## src/sv/assert_macros.svh

```systemverilog
// ----------------------------------------------------------------------------
// assert_macros.svh
// Assertion macros shared by the RTL. Every check runs on the rising edge
// of clk and is switched off while rst_n is low.
// ----------------------------------------------------------------------------
`ifndef ASSERT_MACROS_SVH
`define ASSERT_MACROS_SVH

// general property check
`define TSS_ASSERT(label, prop) \
  label: assert property (@(posedge clk) disable iff (!rst_n) prop) \
    else $error("tilemap scroll check failed");

// same-cycle implication check
`define TSS_ASSERT_IMPL(label, ante, cons) \
  label: assert property (@(posedge clk) disable iff (!rst_n) (ante) |-> (cons)) \
    else $error("tilemap scroll implication failed");

`endif

```

## src/sv/tss_pkg.sv

```systemverilog
// ----------------------------------------------------------------------------
// tss_pkg
// Types and constants of the tilemap scroll streamer.
// ----------------------------------------------------------------------------
package tss_pkg;

  // screen size in tiles
  localparam logic [11:0] SCREEN_COLS = 12'd28;
  localparam logic [11:0] SCREEN_ROWS = 12'd28;

  // level size after reset
  localparam logic [11:0] LEVEL_RESET = 12'd28;

  // two header bytes precede the tile data
  localparam logic [15:0] HDR_OFFSET = 16'd2;

  // tiles drawn from the first map row or column on (vram depth minus two)
  localparam logic [4:0] MAIN_SPAN = 5'd30;

  // draw step codes: newly exposed line ahead or behind the camera
  localparam logic [4:0] STEP_FWD  = 5'd29;
  localparam logic [4:0] STEP_BACK = 5'd30;

  // item kinds
  localparam logic KIND_MOVE = 1'b0;
  localparam logic KIND_FILL = 1'b1;

  // configuration register indexes
  localparam logic [1:0] CFG_LEVEL_WIDTH  = 2'd0;
  localparam logic [1:0] CFG_LEVEL_HEIGHT = 2'd1;

  // sequencer states
  typedef enum logic [8:0] {
    S_IDLE      = 9'b000000001,
    S_CLAMP     = 9'b000000010,
    S_SETUP     = 9'b000000100,
    S_BASE      = 9'b000001000,
    S_MAIN      = 9'b000010000,
    S_EDGE_PREP = 9'b000100000,
    S_EDGE2     = 9'b001000000,
    S_EDGE1     = 9'b010000000,
    S_DONE      = 9'b100000000
  } state_t;

  // one tile copy command
  typedef struct packed {
    logic [4:0]  col;
    logic [4:0]  row;
    logic [15:0] addr;
  } tile_cmd_t;

  // map line offset from the camera tile for a draw step code:
  // codes up to 29 are forward, 30 and 31 are the two wrap lines behind
  function automatic logic signed [5:0] step_offset(input logic [4:0] k);
    logic signed [5:0] res;
    res = $signed({1'b0, k});
    if (k >= 5'd30) begin
      res = $signed({1'b1, k});
    end
    return res;
  endfunction

endpackage

```

## src/sv/tilemap_scroll_streamer.sv

```systemverilog
// ----------------------------------------------------------------------------
// tilemap_scroll_streamer
// Scroll camera over a tile map kept in a 32x32 circular video memory.
// ----------------------------------------------------------------------------
// A move item clamps the camera to the level, updates the scroll values and,
// when a tile boundary is crossed, streams copy commands for the newly exposed
// column and/or row; a fill item streams one initial column. Items are handled
// one at a time: in_stall is high from acceptance until the final result is
// loaded into the output register. A line that lies outside the level draws
// nothing; any other line draws up to 30 main tiles. The pace is set by the
// single address adder, which steps one tile command per cycle while the
// output is not stalled. An item that draws nothing yields one result with
// write_valid low. Configuration writes are always taken (cfg_ready is high)
// and must only occur while idle.
// ----------------------------------------------------------------------------
`include "assert_macros.svh"

module tilemap_scroll_streamer (
  input  logic               clk,
  input  logic               rst_n,
  // input items
  input  logic               in_valid,
  output logic               in_stall,
  input  logic               in_kind,
  input  logic signed [15:0] in_target_x,
  input  logic signed [15:0] in_target_y,
  input  logic [4:0]         in_fill_step,
  // result items
  output logic               out_valid,
  input  logic               out_stall,
  output logic               out_write_valid,
  output logic [4:0]         out_vram_col,
  output logic [4:0]         out_vram_row,
  output logic [15:0]        out_map_addr,
  output logic [7:0]         out_scroll_x,
  output logic [7:0]         out_scroll_y,
  output logic               out_last,
  // configuration writes
  input  logic               cfg_valid,
  output logic               cfg_ready,
  input  logic [1:0]         cfg_index,
  input  logic [11:0]        cfg_data
);

  tss_pkg::state_t state_r;

  logic [11:0] level_w_r, level_h_r;
  logic [14:0] cam_x_r, cam_y_r;

  // latched input item
  logic               kind_r;
  logic signed [15:0] tx_r, ty_r;
  logic [4:0]         fstep_r;

  // pending draws
  logic       need_col_r, need_row_r;
  logic [4:0] col_k_r, row_k_r;

  // current draw job
  logic        axis_col_r;
  logic [4:0]  fix_r;
  logic [11:0] s_r, lim_r, r_r, stride_r;
  logic        job_ok_r;
  logic [15:0] base_r, acc_r;
  logic [4:0]  cnt_r;

  // held and output results
  logic                hold_v_r;
  tss_pkg::tile_cmd_t  hold_r;
  logic                out_v_r;
  tss_pkg::tile_cmd_t  out_cmd_r;
  logic                out_wv_r, out_last_r;
  logic [7:0]          out_sx_r, out_sy_r;

  // camera tile coordinates
  logic [11:0] cxt, cyt;
  assign cxt = cam_x_r[14:3];
  assign cyt = cam_y_r[14:3];

  // clamp of the requested camera position
  logic signed [12:0] span_x, span_y;
  logic [14:0]        max_x, max_y, clamp_x, clamp_y;
  assign span_x = $signed({1'b0, level_w_r}) - $signed({1'b0, tss_pkg::SCREEN_COLS});
  assign span_y = $signed({1'b0, level_h_r}) - $signed({1'b0, tss_pkg::SCREEN_ROWS});
  assign max_x  = span_x[12] ? 15'd0 : {span_x[11:0], 3'b000};
  assign max_y  = span_y[12] ? 15'd0 : {span_y[11:0], 3'b000};

  always_comb begin
    if (tx_r[15]) begin
      clamp_x = 15'd0;
    end else if (tx_r[14:0] > max_x) begin
      clamp_x = max_x;
    end else begin
      clamp_x = tx_r[14:0];
    end
    if (ty_r[15]) begin
      clamp_y = 15'd0;
    end else if (ty_r[14:0] > max_y) begin
      clamp_y = max_y;
    end else begin
      clamp_y = ty_r[14:0];
    end
  end

  // tile boundary crossing and direction by the shorter wrapped distance
  logic [7:0] dfx, dbx, dfy, dby;
  logic       cross_x, cross_y;
  assign dfx     = clamp_x[7:0] - cam_x_r[7:0];
  assign dbx     = cam_x_r[7:0] - clamp_x[7:0];
  assign dfy     = clamp_y[7:0] - cam_y_r[7:0];
  assign dby     = cam_y_r[7:0] - clamp_y[7:0];
  assign cross_x = clamp_x[7:3] != cam_x_r[7:3];
  assign cross_y = clamp_y[7:3] != cam_y_r[7:3];

  // job selection for the next draw
  logic [4:0]         job_k;
  logic [11:0]        job_t, job_s, job_lim, job_bound;
  logic signed [13:0] job_r;
  logic               job_ok;
  assign job_k     = need_col_r ? col_k_r : row_k_r;
  assign job_t     = need_col_r ? cxt : cyt;
  assign job_s     = need_col_r ? cyt : cxt;
  assign job_lim   = need_col_r ? level_h_r : level_w_r;
  assign job_bound = need_col_r ? level_w_r : level_h_r;
  assign job_r     = $signed({2'b00, job_t}) + 14'(tss_pkg::step_offset(job_k));
  assign job_ok    = !job_r[13] && (job_r[12:0] < {1'b0, job_bound});

  // base address of the line's first main tile, header included
  logic [11:0] m_a, m_b;
  logic [23:0] prod;
  logic [15:0] base_nxt;
  assign m_a      = axis_col_r ? s_r : r_r;
  assign m_b      = axis_col_r ? r_r : s_r;
  assign prod     = m_a * level_w_r;
  assign base_nxt = prod[15:0] + {4'b0000, m_b} + tss_pkg::HDR_OFFSET;

  // shared address adder
  logic [15:0] add_a, add_b, add_sum;
  always_comb begin
    if (state_r == tss_pkg::S_EDGE_PREP) begin
      add_a = base_r;
      add_b = 16'd0 - {3'b000, stride_r, 1'b0};
    end else begin
      add_a = acc_r;
      add_b = {4'b0000, stride_r};
    end
  end
  assign add_sum = add_a + add_b;

  // main tile position along the line
  logic [12:0] my;
  logic        main_go;
  assign my      = {1'b0, s_r} + {8'd0, cnt_r};
  assign main_go = (cnt_r < tss_pkg::MAIN_SPAN) && (my < {1'b0, lim_r});

  // output handshake
  logic out_free, can_put, put_en, flush_en, out_load;
  logic edge2_go, edge1_go;
  assign out_free = !out_v_r || !out_stall;
  assign can_put  = !hold_v_r || out_free;
  assign edge2_go = s_r > 12'd1;
  assign edge1_go = s_r != 12'd0;
  assign put_en   = can_put && (((state_r == tss_pkg::S_MAIN) && main_go) ||
                                ((state_r == tss_pkg::S_EDGE2) && edge2_go) ||
                                ((state_r == tss_pkg::S_EDGE1) && edge1_go));
  assign flush_en = (state_r == tss_pkg::S_DONE) && out_free;
  assign out_load = flush_en || (put_en && hold_v_r);

  // command being produced
  logic [4:0]         along;
  tss_pkg::tile_cmd_t put_cmd;
  always_comb begin
    case (state_r)
      tss_pkg::S_MAIN:  along = my[4:0];
      tss_pkg::S_EDGE2: along = s_r[4:0] - 5'd2;
      default:          along = s_r[4:0] - 5'd1;
    endcase
    put_cmd.col  = axis_col_r ? fix_r : along;
    put_cmd.row  = axis_col_r ? along : fix_r;
    put_cmd.addr = acc_r;
  end

  // configuration registers
  assign cfg_ready = 1'b1;
  always_ff @(posedge clk) begin
    if (!rst_n) begin
      level_w_r <= tss_pkg::LEVEL_RESET;
      level_h_r <= tss_pkg::LEVEL_RESET;
    end else if (cfg_valid && cfg_ready) begin
      case (cfg_index)
        tss_pkg::CFG_LEVEL_WIDTH:  level_w_r <= cfg_data;
        tss_pkg::CFG_LEVEL_HEIGHT: level_h_r <= cfg_data;
        default: ;
      endcase
    end
  end

  // sequencer
  assign in_stall = state_r != tss_pkg::S_IDLE;

  always_ff @(posedge clk) begin
    if (!rst_n) begin
      state_r    <= tss_pkg::S_IDLE;
      cam_x_r    <= 15'd0;
      cam_y_r    <= 15'd0;
      need_col_r <= 1'b0;
      need_row_r <= 1'b0;
    end else begin
      case (state_r)
        tss_pkg::S_IDLE: begin
          if (in_valid) begin
            state_r <= tss_pkg::S_CLAMP;
          end
        end
        tss_pkg::S_CLAMP: begin
          if (kind_r == tss_pkg::KIND_MOVE) begin
            cam_x_r    <= clamp_x;
            cam_y_r    <= clamp_y;
            need_col_r <= cross_x;
            need_row_r <= cross_y;
          end else begin
            need_col_r <= 1'b1;
            need_row_r <= 1'b0;
          end
          state_r <= tss_pkg::S_SETUP;
        end
        tss_pkg::S_SETUP: begin
          if (need_col_r) begin
            need_col_r <= 1'b0;
            state_r    <= tss_pkg::S_BASE;
          end else if (need_row_r) begin
            need_row_r <= 1'b0;
            state_r    <= tss_pkg::S_BASE;
          end else begin
            state_r <= tss_pkg::S_DONE;
          end
        end
        tss_pkg::S_BASE: begin
          state_r <= job_ok_r ? tss_pkg::S_MAIN : tss_pkg::S_SETUP;
        end
        tss_pkg::S_MAIN: begin
          if (!main_go) begin
            state_r <= tss_pkg::S_EDGE_PREP;
          end
        end
        tss_pkg::S_EDGE_PREP: begin
          state_r <= tss_pkg::S_EDGE2;
        end
        tss_pkg::S_EDGE2: begin
          if (!edge2_go || can_put) begin
            state_r <= tss_pkg::S_EDGE1;
          end
        end
        tss_pkg::S_EDGE1: begin
          if (!edge1_go || can_put) begin
            state_r <= tss_pkg::S_SETUP;
          end
        end
        tss_pkg::S_DONE: begin
          if (out_free) begin
            state_r <= tss_pkg::S_IDLE;
          end
        end
        default: begin
          state_r <= tss_pkg::S_IDLE;
        end
      endcase
    end
  end

  // datapath registers of the sequencer
  always_ff @(posedge clk) begin
    // item capture
    if ((state_r == tss_pkg::S_IDLE) && in_valid) begin
      kind_r  <= in_kind;
      tx_r    <= in_target_x;
      ty_r    <= in_target_y;
      fstep_r <= in_fill_step;
    end
    // draw step codes
    if (state_r == tss_pkg::S_CLAMP) begin
      if (kind_r == tss_pkg::KIND_MOVE) begin
        col_k_r <= (dfx < dbx) ? tss_pkg::STEP_FWD : tss_pkg::STEP_BACK;
        row_k_r <= (dfy < dby) ? tss_pkg::STEP_FWD : tss_pkg::STEP_BACK;
      end else begin
        col_k_r <= fstep_r;
      end
    end
    // job parameters
    if (state_r == tss_pkg::S_SETUP) begin
      axis_col_r <= need_col_r;
      fix_r      <= job_t[4:0] + job_k;
      s_r        <= job_s;
      lim_r      <= job_lim;
      r_r        <= job_r[11:0];
      job_ok_r   <= job_ok;
      stride_r   <= need_col_r ? level_w_r : 12'd1;
    end
    // base address, counter and running address
    if (state_r == tss_pkg::S_BASE) begin
      base_r <= base_nxt;
      acc_r  <= base_nxt;
      cnt_r  <= 5'd0;
    end
    if ((state_r == tss_pkg::S_MAIN) && main_go && can_put) begin
      acc_r <= add_sum;
      cnt_r <= cnt_r + 5'd1;
    end
    if ((state_r == tss_pkg::S_EDGE_PREP) ||
        ((state_r == tss_pkg::S_EDGE2) && (!edge2_go || can_put))) begin
      acc_r <= add_sum;
    end
  end

  // held result and output register control
  always_ff @(posedge clk) begin
    if (!rst_n) begin
      hold_v_r <= 1'b0;
      out_v_r  <= 1'b0;
    end else begin
      if (flush_en) begin
        hold_v_r <= 1'b0;
      end else if (put_en) begin
        hold_v_r <= 1'b1;
      end
      if (out_load) begin
        out_v_r <= 1'b1;
      end else if (!out_stall) begin
        out_v_r <= 1'b0;
      end
    end
  end

  // held result and output payload
  always_ff @(posedge clk) begin
    if (put_en) begin
      hold_r <= put_cmd;
    end
    if (out_load) begin
      out_sx_r <= cam_x_r[7:0];
      out_sy_r <= cam_y_r[7:0];
      if (flush_en) begin
        out_last_r <= 1'b1;
        out_wv_r   <= hold_v_r;
        out_cmd_r  <= hold_v_r ? hold_r : '0;
      end else begin
        out_last_r <= 1'b0;
        out_wv_r   <= 1'b1;
        out_cmd_r  <= hold_r;
      end
    end
  end

  assign out_valid       = out_v_r;
  assign out_write_valid = out_wv_r;
  assign out_vram_col    = out_cmd_r.col;
  assign out_vram_row    = out_cmd_r.row;
  assign out_map_addr    = out_cmd_r.addr;
  assign out_scroll_x    = out_sx_r;
  assign out_scroll_y    = out_sy_r;
  assign out_last        = out_last_r;

  // checks
  `TSS_ASSERT_IMPL(a_idle_no_hold, state_r == tss_pkg::S_IDLE, !hold_v_r)
  `TSS_ASSERT_IMPL(a_main_job_ok, state_r == tss_pkg::S_MAIN, job_ok_r)
  `TSS_ASSERT_IMPL(a_empty_is_last, out_v_r && !out_wv_r, out_last_r)
  `TSS_ASSERT(a_accept_to_clamp, (in_valid && !in_stall) |=> (state_r == tss_pkg::S_CLAMP))

endmodule

```

## config.mk

```make
export PLATFORM = sky130hd
export DESIGN_NAME = tilemap_scroll_streamer
export DESIGN_NICKNAME = d
export VERILOG_FILES = /design/src/sv/tss_pkg.sv /design/src/sv/tilemap_scroll_streamer.sv
export VERILOG_INCLUDE_DIRS = /design/src /design/src/sv
export SDC_FILE = /design/constraint.sdc
export NUM_CORES = 1
export LEC_CHECK = 0
export BUFFER_PORTS_ARGS = -buffer_cell sky130_fd_sc_hd__clkbuf_2
export CAP_MARGIN = 10
export CORE_MARGIN = 2
export CORE_UTILIZATION = 42
export CTS_CLUSTER_DIAMETER = 50
export DETAILED_ROUTE_END_ITERATION = 8
export PLACE_DENSITY_LB_ADDON = 0.1
export SKIP_CTS_REPAIR_TIMING = 1
export SLEW_MARGIN = 20
export SYNTH_ARGS = -nofsm -noshare
export SYNTH_HDL_FRONTEND = slang
export SYNTH_SLANG_ARGS = --single-unit
```

## constraint.sdc

```tcl
create_clock -name clk -period 8.9 [get_ports clk]
set_input_delay 0.89 -clock clk [delete_from_list [all_inputs] [get_ports clk]]
set_output_delay 0.89 -clock clk [all_outputs]
set_load 0.01 [all_outputs]
```

Word-level counts from Yosys, hierarchy flattened --
Cells that the tools add are included.
Storage, ports and cells: ROM bits 0, bits in latches 0, memories kept 0, input port bits 57, logic and storage cells 165, output and inout port bits 47, memory bits (writable) 0, flip-flop bits (word level) 277
Cells by class: div/mod/pow operators 0, eq/ne operators 20, shift-type cells 0, add/subtract/negate cells 16, multiply operators 1, magnitude comparators 9, muxes and demuxes 46, reduce and logical (&&, ||, !) cells 36, bitwise operators 2
Operator list (number):
- $mux 15 | 6
- $pmux 9 s9 | 1
- $mux 16 | 5
- $mux 12 | 6
- $mux 9 | 7
- $mux 26 | 2
- $mux 5 | 7
- $sub 8x8->8 | 4
- $gt 15x15->1 | 2
- $lt 13x12->1 | 2
- $sub 12x5->13 const B | 2
- $add 16x12->16 | 1
- $add 16x16->16 | 1
- $add 16x2->16 const B | 1
- $lt 8x8->1 | 2
- $mul 12x12->16 | 1
- $add 13x6->14 | 1
- $sub 1x13->14 const A | 1
- $add 12x5->13 | 1
- $gt 12x1->1 const B | 1
- $reduce_bool 12->1 | 1
- $logic_and 1x1->1 | 11
- $ne 5x5->1 | 2
- $pmux 5 s2 | 1
- other kinds (32) | 61

Longest topological paths before layout --
Gate-level depths: netlist of the first run.
depth in word-level cells 10, gate-level depth with buffers 28

Worst setup path after synthesis of the first run --
Ideal clock, no wire load.
kind register to register, start reg level_w_r[6], end reg col_k_r[1], data pin, data required time 8.635 ns, data arrival time 5.552 ns, period minus slack after synthesis 5.817 ns, cell stages (with the launch flop) 29, setup slack 3.083 ns, cells stage by stage dfxtp_1 -> clkbuf_1 -> nor3_1 -> nand3b_1 -> or3_1 -> nor3b_1 -> a21oi_1 -> ha_1 -> o21ai_0 -> a211oi_1 -> o211ai_1 -> a21oi_1 -> clkbuf_1 -> clkbuf_1 -> nor2_1 -> nand2_1 -> inv_1 -> ha_1 -> or2_2 -> a21oi_1 -> a21oi_1 -> xor2_1 -> ha_1 -> a21o_1 -> a21o_1 -> a21o_1 -> a21o_1 -> a211o_1 -> a21boi_0
On the way: longest elaborated chain between the ends 9
RTL lines:
- from (decl) | RTL line tilemap_scroll_streamer.sv:47 | logic [11:0] level_w_r, level_h_r;
- from (signal assigned) | RTL line tilemap_scroll_streamer.sv:187 | level_w_r <= tss_pkg::LEVEL_RESET;
- from (signal assigned) | RTL line tilemap_scroll_streamer.sv:191 | tss_pkg::CFG_LEVEL_WIDTH: level_w_r <= cfg_data;
- $sub 12x5->13 * | RTL line tilemap_scroll_streamer.sv:83 | assign span_x = $signed({1'b0, level_w_r}) - $signed({1'b0, tss_pkg::SCREEN_COLS});
- $mux 15 * | RTL line tilemap_scroll_streamer.sv:85 | assign max_x = span_x[12] ? 15'd0 : {span_x[11:0], 3'b000};
- $gt 15x15->1 * | RTL line tilemap_scroll_streamer.sv:91 | end else if (tx_r[14:0] > max_x) begin
- $mux 15 * | RTL line tilemap_scroll_streamer.sv:91
- $mux 15 * | RTL line tilemap_scroll_streamer.sv:89 | if (tx_r[15]) begin
- net clamp_x[1] | RTL line tilemap_scroll_streamer.sv:82 | logic [14:0] max_x, max_y, clamp_x, clamp_y;
- $sub 8x8->8 (on tied branches) | RTL line tilemap_scroll_streamer.sv:108, tilemap_scroll_streamer.sv:109
- $lt 8x8->1 * | RTL line tilemap_scroll_streamer.sv:283 | col_k_r <= (dfx < dbx) ? tss_pkg::STEP_FWD : tss_pkg::STEP_BACK;
- $mux 2 * | RTL line tilemap_scroll_streamer.sv:283
- $mux 5 * | RTL line tilemap_scroll_streamer.sv:282 | if (kind_r == tss_pkg::KIND_MOVE) begin
- to (signal assigned) | RTL line tilemap_scroll_streamer.sv:283
- to (signal assigned) | RTL line tilemap_scroll_streamer.sv:286 | col_k_r <= fstep_r;
- to (decl) | RTL line tilemap_scroll_streamer.sv:57 | logic [4:0] col_k_r, row_k_r;
The timed path passes the listed nets; every way through them passes the cells marked *. A chain may end at the register's enable or synchronous reset.

Worst setup path after layout of the first run --
start reg axis_col_r, end reg acc_r[15], data pin
On the way: longest elaborated chain between the ends 7
RTL lines:
- from (decl) | RTL line tilemap_scroll_streamer.sv:60 | logic axis_col_r;
- from (signal assigned) | RTL line tilemap_scroll_streamer.sv:291 | axis_col_r <= need_col_r;
- $mux 12 | RTL line tilemap_scroll_streamer.sv:132 | assign m_a = axis_col_r ? s_r : r_r;
- $mul 12x12->16 | RTL line tilemap_scroll_streamer.sv:134 | assign prod = m_a * level_w_r;
- $add 16x12->16 * | RTL line tilemap_scroll_streamer.sv:135 | assign base_nxt = prod[15:0] + {4'b0000, m_b} + tss_pkg::HDR_OFFSET;
- $add 16x2->16 * | RTL line tilemap_scroll_streamer.sv:135
- net base_nxt[15] | RTL line tilemap_scroll_streamer.sv:131 | logic [15:0] base_nxt;
- $mux 16 * | RTL line tilemap_scroll_streamer.sv:300 | if (state_r == tss_pkg::S_BASE) begin
- $mux 16 * | RTL line tilemap_scroll_streamer.sv:305 | if ((state_r == tss_pkg::S_MAIN) && main_go && can_put) begin
- $mux 16 * | RTL line tilemap_scroll_streamer.sv:309 | if ((state_r == tss_pkg::S_EDGE_PREP) ||
- to (signal assigned) | RTL line tilemap_scroll_streamer.sv:302 | acc_r <= base_nxt;
- to (signal assigned) | RTL line tilemap_scroll_streamer.sv:306 | acc_r <= add_sum;
- to (signal assigned) | RTL line tilemap_scroll_streamer.sv:311 | acc_r <= add_sum;
- to (decl) | RTL line tilemap_scroll_streamer.sv:64 | logic [15:0] base_r, acc_r;
The timed path passes the listed nets; every way through them passes the cells marked *. The select of a mux whose other input is x is not followed.

==> run metrics, run 1 <==
status completed; top_reg_cell synth edfxtp_1; maximum clock rate approximately 0.16 GHz; total global-route track usage around a fifth; clock power share a little under two fifths; clk buf depth 3; Leak around 9 nW; drt wl/cell between 15 and 20 um; Post-Syn Nets ~2300; Cells after Synth ~2000; Syn Area/Cell roughly 9.9 um^2; vias in the first global route 14037; Synth-to-Final Area Change 12.4%; cell area after synthesis roughly 20000 um^2; top post-synthesis cells by area edfxtp_1 (31%), ha_1 (11%), fa_1 (9.6%); final worst path period share 70.0%; FFs w/ async S/R, synth 0%; DR top layer met4; I/O pin count around 100; Setup Total Neg Slack 0 ps; nets between 2000 and 2500; Worst-Margin Slew 997 ps; FILL cells around 4200; Req. time, crit path about 9200 ps; Worst-path clk slew ~60 ps; final setup margin between 2000 and 3000 ps; vias post-DR 14055; Seq pwr share 35.9%; fraction of layout cells with a size suffix above 1 between 10% and 20%; Setup-failing EPs final 0; core area 45600 um^2; grt total ovfl 0; initial antenna violation count 0; crit-path max FO 23; met3 WL between 1500 and 2000 um; Post-Layout Cell Count approximately 2700; #FFs+latches synth 269; cell taking the most area after synthesis edfxtp_1; Die X about 220 um; cts bufs inserted 38; final slew viol count 0; internal power slightly below 0.003 W; TritonCTS clock tree built; switching power share of the total between 30 and 40%; Post-synth EDFFs 202; vias per cell between 5 and 6; kind of critical path reg -> reg; RSZ-0062 raised after global routing no; crit path DAT ~6500 ps; worst-skew pair later-pin latency between 500 and 600 ps; Reg2Reg Depth 22; Setup WS pre-CTS 2660 ps; post-detailed-routing wire length approximately 48000 um; warnings from Yosys 0; die area roughly 48000 um^2; clock root cell clkbuf_16; hold path cells 0; final hold violations 0; minimum clock period between 6000 and 7000 ps; M1 WL ~22000 um; Power Dens Cells between 150 and 200 nW/um^2; post-route DRC violation count 0; Synth top cells by count nand2_1 (246), edfxtp_1 (202), inv_1 (177), ha_1 (166), a21oi_1 (142); final core utilization about half; top-area cell type share of the netlist area 31.2%; Final ANT Viol Nets 0; cell row count 78; nature of the critical path endpoint flip-flop; number of library cell types mapped by synthesis 72; slew margin rel. about a third; HP Class reg -> reg; largest net degree at the start of global routing 56; H-tree levels 2; Routability Congestion between 0.8 and 0.9; 1st-iter DRT viols 898; Power Total just over 0.004 W; global-route wire length before repair 77200 um; ANT cells 0; IO Port Bufs a little over 100; Initial Utilization between 40% and 50%; max_cap viols 0; Seq/Total Area, Yosys a little under two fifths; met2 WL roughly 23000 um; detailed placement HPWL between 30000 and 40000 um; Die Ht ~220 um; CP Launch Type flip-flop; placed cell count ~2600; skew final ~18 ps; CTS Sinks 269; maximum vdd drop around 140 uV; most common cell in the netlist nand2_1; Comb power frac between 20% and 30%; Psw 0.00127 W; TritonRoute pass-1 iters 5
power groups by stage:
stage | Clock (W) | Sequential, W | Combinational [W]
after CTS | 0.00159 | 0.00149 | 0.00112
after global placement | 0 | 0.00152 | 0.00110
after floorplan | 0 | 0.00148 | 0.000868
after global routing | 0.00164 | 0.00149 | 0.00128
after detailed placement | 0 | 0.00152 | 0.00111
final | 0.00155 | 0.00149 | 0.00111
metrics by stage:
step | cell area [um^2] | hold slack [ps]
after detailed placement | 20600 | 429
after floorplan | 19500 | 406
after CTS | 21900 | 443
final | 21900 | 443
after global placement | 20600 | 425
after global routing | 21900 | 446
cell type report:
cell class | count | area [um^2] | share of cell area [%]
multi-input cells | 1442 | 11100 | 50.7
well taps | 600 | 751 | 3.43
flip-flops and latches | 269 | 7410 | 33.9
clock inverters | 27 | 309 | 1.41
repair buffers | 118 | 643 | 2.94
clock buffers | 42 | 997 | 4.56
inverters | 178 | 669 | 3.06
flip-flops by register name, indices dropped and copies added, names as in the netlist, 9 cells and up:
signal	count
lim_r	12
stride_r	12
ty_r	16
level_h_r	12
state_r	9
cam_x_r	15
out_map_addr	16
s_r	12
acc_r	16
base_r	16
hold_r	26
level_w_r	12
cam_y_r	15
tx_r	16
per-layer routing:
metal	global-route usage (%)	vias to the layer above
met2	34.0	302
met3	3.06	82
met5	0	-
met4	7.41	0
li1	-	6959
met1	27.6	6712
kinds of logic (layout without fill, tap and decap cells):
kind of cell	count (synthesis)	count (layout)	share of synthesized area, %
DFF	269	269	38.0
muxes	82	82	4.64
xor gates and xnor gates	105	105	4.72
buffers and inverters	258	365	5.03
AOI/OAI and AO/OA	343	343	11.0
other	1	1	0.0193
adders and majority gates	259	259	20.2
and+or+nand+nor	652	652	16.4
critical path, cell delays in order, from the launching register on:
cell,delay (ps)
edfxtp_1,920
buf_4,400
nand2_1,70
o21ai_0,100
buf_4,240
nand2_1,100
fa_1,560
inv_1,50
fa_1,420
ha_1,280
ha_1,280
inv_1,50
fa_1,530
inv_1,60
fa_1,460
a21oi_1,260
o211ai_1,160
a31oi_1,270
nor2b_1,70
o21ai_0,200
a21oi_1,110
xnor2_1,170
a32o_1,240
path summary, 6_finish.rpt:
path	slack, ps	end	start
worst min-delay path	440	hold_r[11]	acc_r[11]
worst min register to register	440	hold_r[11]	acc_r[11]
worst max register to register	2670	acc_r[15]	axis_col_r
worst max-delay path	2670	acc_r[15]	axis_col_r
cell usage in the layout (no fill, tap or decap), types with 39 or more instances in the layout:
| cell | instances |
|---|---|
| edfxtp_1 | 202 |
| fa_1 | 93 |
| nor2b_1 | 50 |
| xor2_1 | 43 |
| clkbuf_16 | 39 |
| inv_1 | 176 |
| a21oi_1 | 142 |
| nor2_1 | 109 |
| nand2_1 | 246 |
| clkbuf_2 | 102 |
| and2_1 | 58 |
| dfxtp_1 | 66 |
| xnor2_1 | 62 |
| ha_1 | 166 |
| mux2_2 | 66 |
| o21ai_0 | 66 |
Power figures use the tool's default switching activity.
==> run 2, diff against run 1 <==
--- a/config.mk
+++ b/config.mk
@@ -6,6 +6,7 @@
 export SDC_FILE = /design/constraint.sdc
 export NUM_CORES = 1
 export LEC_CHECK = 0
+export ABC_AREA = 1
 export BUFFER_PORTS_ARGS = -buffer_cell sky130_fd_sc_hd__clkbuf_2
 export CAP_MARGIN = 10
 export CORE_MARGIN = 2
==> constraint.sdc (replaced) <==
create_clock -name clk -period 5.2 [get_ports clk]
set_input_delay 0.52 -clock clk [delete_from_list [all_inputs] [get_ports clk]]
set_output_delay 0.52 -clock clk [all_outputs]
set_load 0.01 [all_outputs]
==> run metrics, run 2 <==
HP Class in -> reg; clk buf depth 3 (unchanged); vias in the first global route 16137 (+15%); max_cap viols 0 (unchanged); Seq pwr share 28.3% (-7.6 points); Die Ht 221 um (+0.88%); Setup-failing EPs final 2 (+2); fraction of layout cells with a size suffix above 1 20.2% (+6.3 points); Req. time, crit path 5490 ps (-3710 ps); Final ANT Viol Nets 0 (unchanged); Seq/Total Area, Yosys 37.4% (-0.68 points); final hold violations 0 (unchanged); cell area after synthesis 19800 um^2 (+1.8%); Setup Total Neg Slack -42.6 ps (-42.6 ps); FFs w/ async S/R, synth 0% (unchanged); number of library cell types mapped by synthesis 53 (-26%); crit path DAT 5520 ps (-1010 ps); grt total ovfl 0 (unchanged); warnings from Yosys 0 (unchanged); grt met3 use 2.74% (-0.33 points); slowest cell delay on critical path 590 ps (-330 ps); Die X 221 um (+0.88%); most common cell in the netlist nand2_1; final hold slack 121 ps (-323 ps); global-route wire length before repair 86900 um (+13%); drt wl/cell 17.2 um (-4.7%); final setup margin -27.4 ps (-2700 ps); Initial Utilization 42.6% (-0.14 points); initial antenna violation count 0 (unchanged); most used routing layer met2; final slew viol count 0 (unchanged); most common library cell in the layout ignoring fill and taps nand2_1; H-tree levels 2 (unchanged); CP Launch Type flip-flop; Routability Congestion 0.923 (+4.5%); skew final 22.4 ps (+3.94 ps); Post-Syn Nets 2700 (+18%); I/O pin count 104 (unchanged); top post-synthesis cells by area edfxtp_1 (31%), nand2_1 (11%), ha_1 (10%); IO Port Bufs 102 (unchanged); Comb power frac 44.9% (+18 points); 1st-iter DRT viols 928 (+3.3%); vias per cell 5.06 (-3.7%); post-detailed-routing wire length 56300 um (+16%); met1 usage 29.3% (+1.8 points); ANT cells 0 (unchanged); Worst-path clk slew 60 ps (about the same); CTS Sinks 269 (unchanged); Leak 11.3 nW (+25%); worst-skew pair later-pin latency 570 ps (+20 ps); top-area cell type share of the netlist area 30.6% (-0.55 points); RSZ-0062 raised after global routing yes; Synth top cells by count nand2_1 (601), inv_1 (373), edfxtp_1 (202), nor2_1 (184), ha_1 (166); cell taking the most area after synthesis edfxtp_1; detailed placement HPWL 44600 um (+19%); core area 46600 um^2 (+2.1%); crit-path max FO 7 (-70%); most frequent cells in the layout nand2_1 (555), inv_1 (354), edfxtp_1 (202); TritonCTS clock tree built; Reg with most FFs hold_r; Worst-Margin Slew 814 ps (-183 ps); buffer and inverter count on the worst path 6 (+1); Power Dens Cells 409 nW/um^2 (+120%); cell row count 79 (+1.3%); Synth-to-Final Area Change 21.4%; top_reg_cell synth edfxtp_1; vias post-DR 16519 (+18%); clock power share 26.8% (-10 points); die area 49000 um^2 (+1.8%); Power Total 0.00984 W (+140%); maximum clock rate 0.191 GHz (+19%); Syn Area/Cell 8.32 um^2 (-16%); TritonRoute pass-1 iters 5 (unchanged); Psw 0.00379 W (+200%); total global-route track usage 22.6% (+1.9 points); Top delay family on crit path adder cells; Cells after Synth 2384 (+21%); kind of critical path reg -> reg; most common cell type on the critical path fa_1; slew margin rel. 45.7% (+12 points); status finished with violations; post-route DRC violation count 0 (unchanged); internal power 0.00605 W (+110%); failing checks negative setup slack; clock root cell clkbuf_16; minimum clock period 5230 ps (-1000 ps); cts bufs inserted 40 (+5.3%); critical path, cell by cell buf_6 -> inv_4 -> nand2_1 -> nand2_2 -> nand2_1 -> fa_1 -> fa_1 -> inv_1 -> fa_1 -> inv_1 -> fa_1 -> inv_2 -> fa_1 -> ha_4 -> a21o_1 -> inv_1 -> nor2_1 -> a211oi_2 -> o21ai_2 -> xor2_1 -> nand2_1 -> o21ai_1; #FFs+latches synth 269 (unchanged); GR Util met2 38.9% (+4.9 points); maximum vdd drop 278 uV (+94%); nets 2943 (+25%); largest net degree at the start of global routing 53 (-5.4%); nature of the critical path endpoint flip-flop; CP max-delay cell fa_1; final worst path period share 101% (+31 points); max reg flops 26 (unchanged); switching power share of the total 38.5% (+8.0 points); Post-synth EDFFs 202 (unchanged)
==> run 2: final timing paths <==
kind / start / endpoint / slack [ps] / depth (start not counted)
max: axis_col_r / acc_r[14] / -30 / 22
min: in_target_x[1] / tx_r[1] / 120 / 1
max reg2reg: axis_col_r / acc_r[14] / -30 / 22
min reg2reg: acc_r[1] / hold_r[1] / 450 / 0
==> run 2: metrics by stage <==
stage	area (um^2)	util (%)	cells	worst slack, ps
global route	24100	51.7	3266	-283
global placement	21800	46.9	3164	-73.8
floorplan	19800	-	2384	29.0
finish	24100	51.7	3266	-27.4
CTS	23100	49.7	3238	-209
detailed placement	21800	46.9	3164	-201
==> run 2: logic make-up after synthesis <==
family | Yosys count | share of synthesized area (%)
xor gates and xnor gates | 76 | 3.36
adders and majority gates | 259 | 19.9
other | 1 | 0.0189
and+or+nand+nor | 970 | 20.5
muxes | 1 | 0.0505
DFF | 269 | 37.4
AOI/OAI and AO/OA | 349 | 9.83
buffers and inverters | 459 | 9.02
==> run 2: layout make-up <==
cell class / instances / area (um^2)
clock inverter: 23 / 186
fill: 4441 / 22500
inverter: 398 / 1520
timing repair buffer: 261 / 1800
timing repair inverter: 1 / 6.26
clock buffer: 51 / 1120
sequential: 269 / 7410
multi-input combinational: 1656 / 11300
tap: 607 / 759
==> run 2: power groups by stage <==
stage,Clock (W),Sequential [W],Combinational (W)
finish,0.00263,0.00279,0.00442
global route,0.00278,0.00280,0.00497
CTS,0.00269,0.00279,0.00385
detailed placement,0,0.00283,0.00382
global placement,0,0.00283,0.00373
floorplan,0,0.00278,0.00268
==> run 2: layer usage <==
layer | up-vias | wire (um)
met1 | 7811 | 24700
met3 | 98 | 2380
met5 | - | 0
li1 | 8206 | -
met2 | 404 | 27600
met4 | 0 | 1640
==> run 2: worst register-to-register path, stage by stage (launching register included) <==
cell and delay, ps:
edfxtp_1 450, buf_6 180, inv_4 90, nand2_1 100
nand2_2 100, nand2_1 80, fa_1 520, fa_1 580
inv_1 80, fa_1 530, inv_1 50, fa_1 510
inv_2 40, fa_1 590, ha_4 210, a21o_1 170
inv_1 70, nor2_1 50, a211oi_2 190, o21ai_2 90
xor2_1 180, nand2_1 60, o21ai_1 60
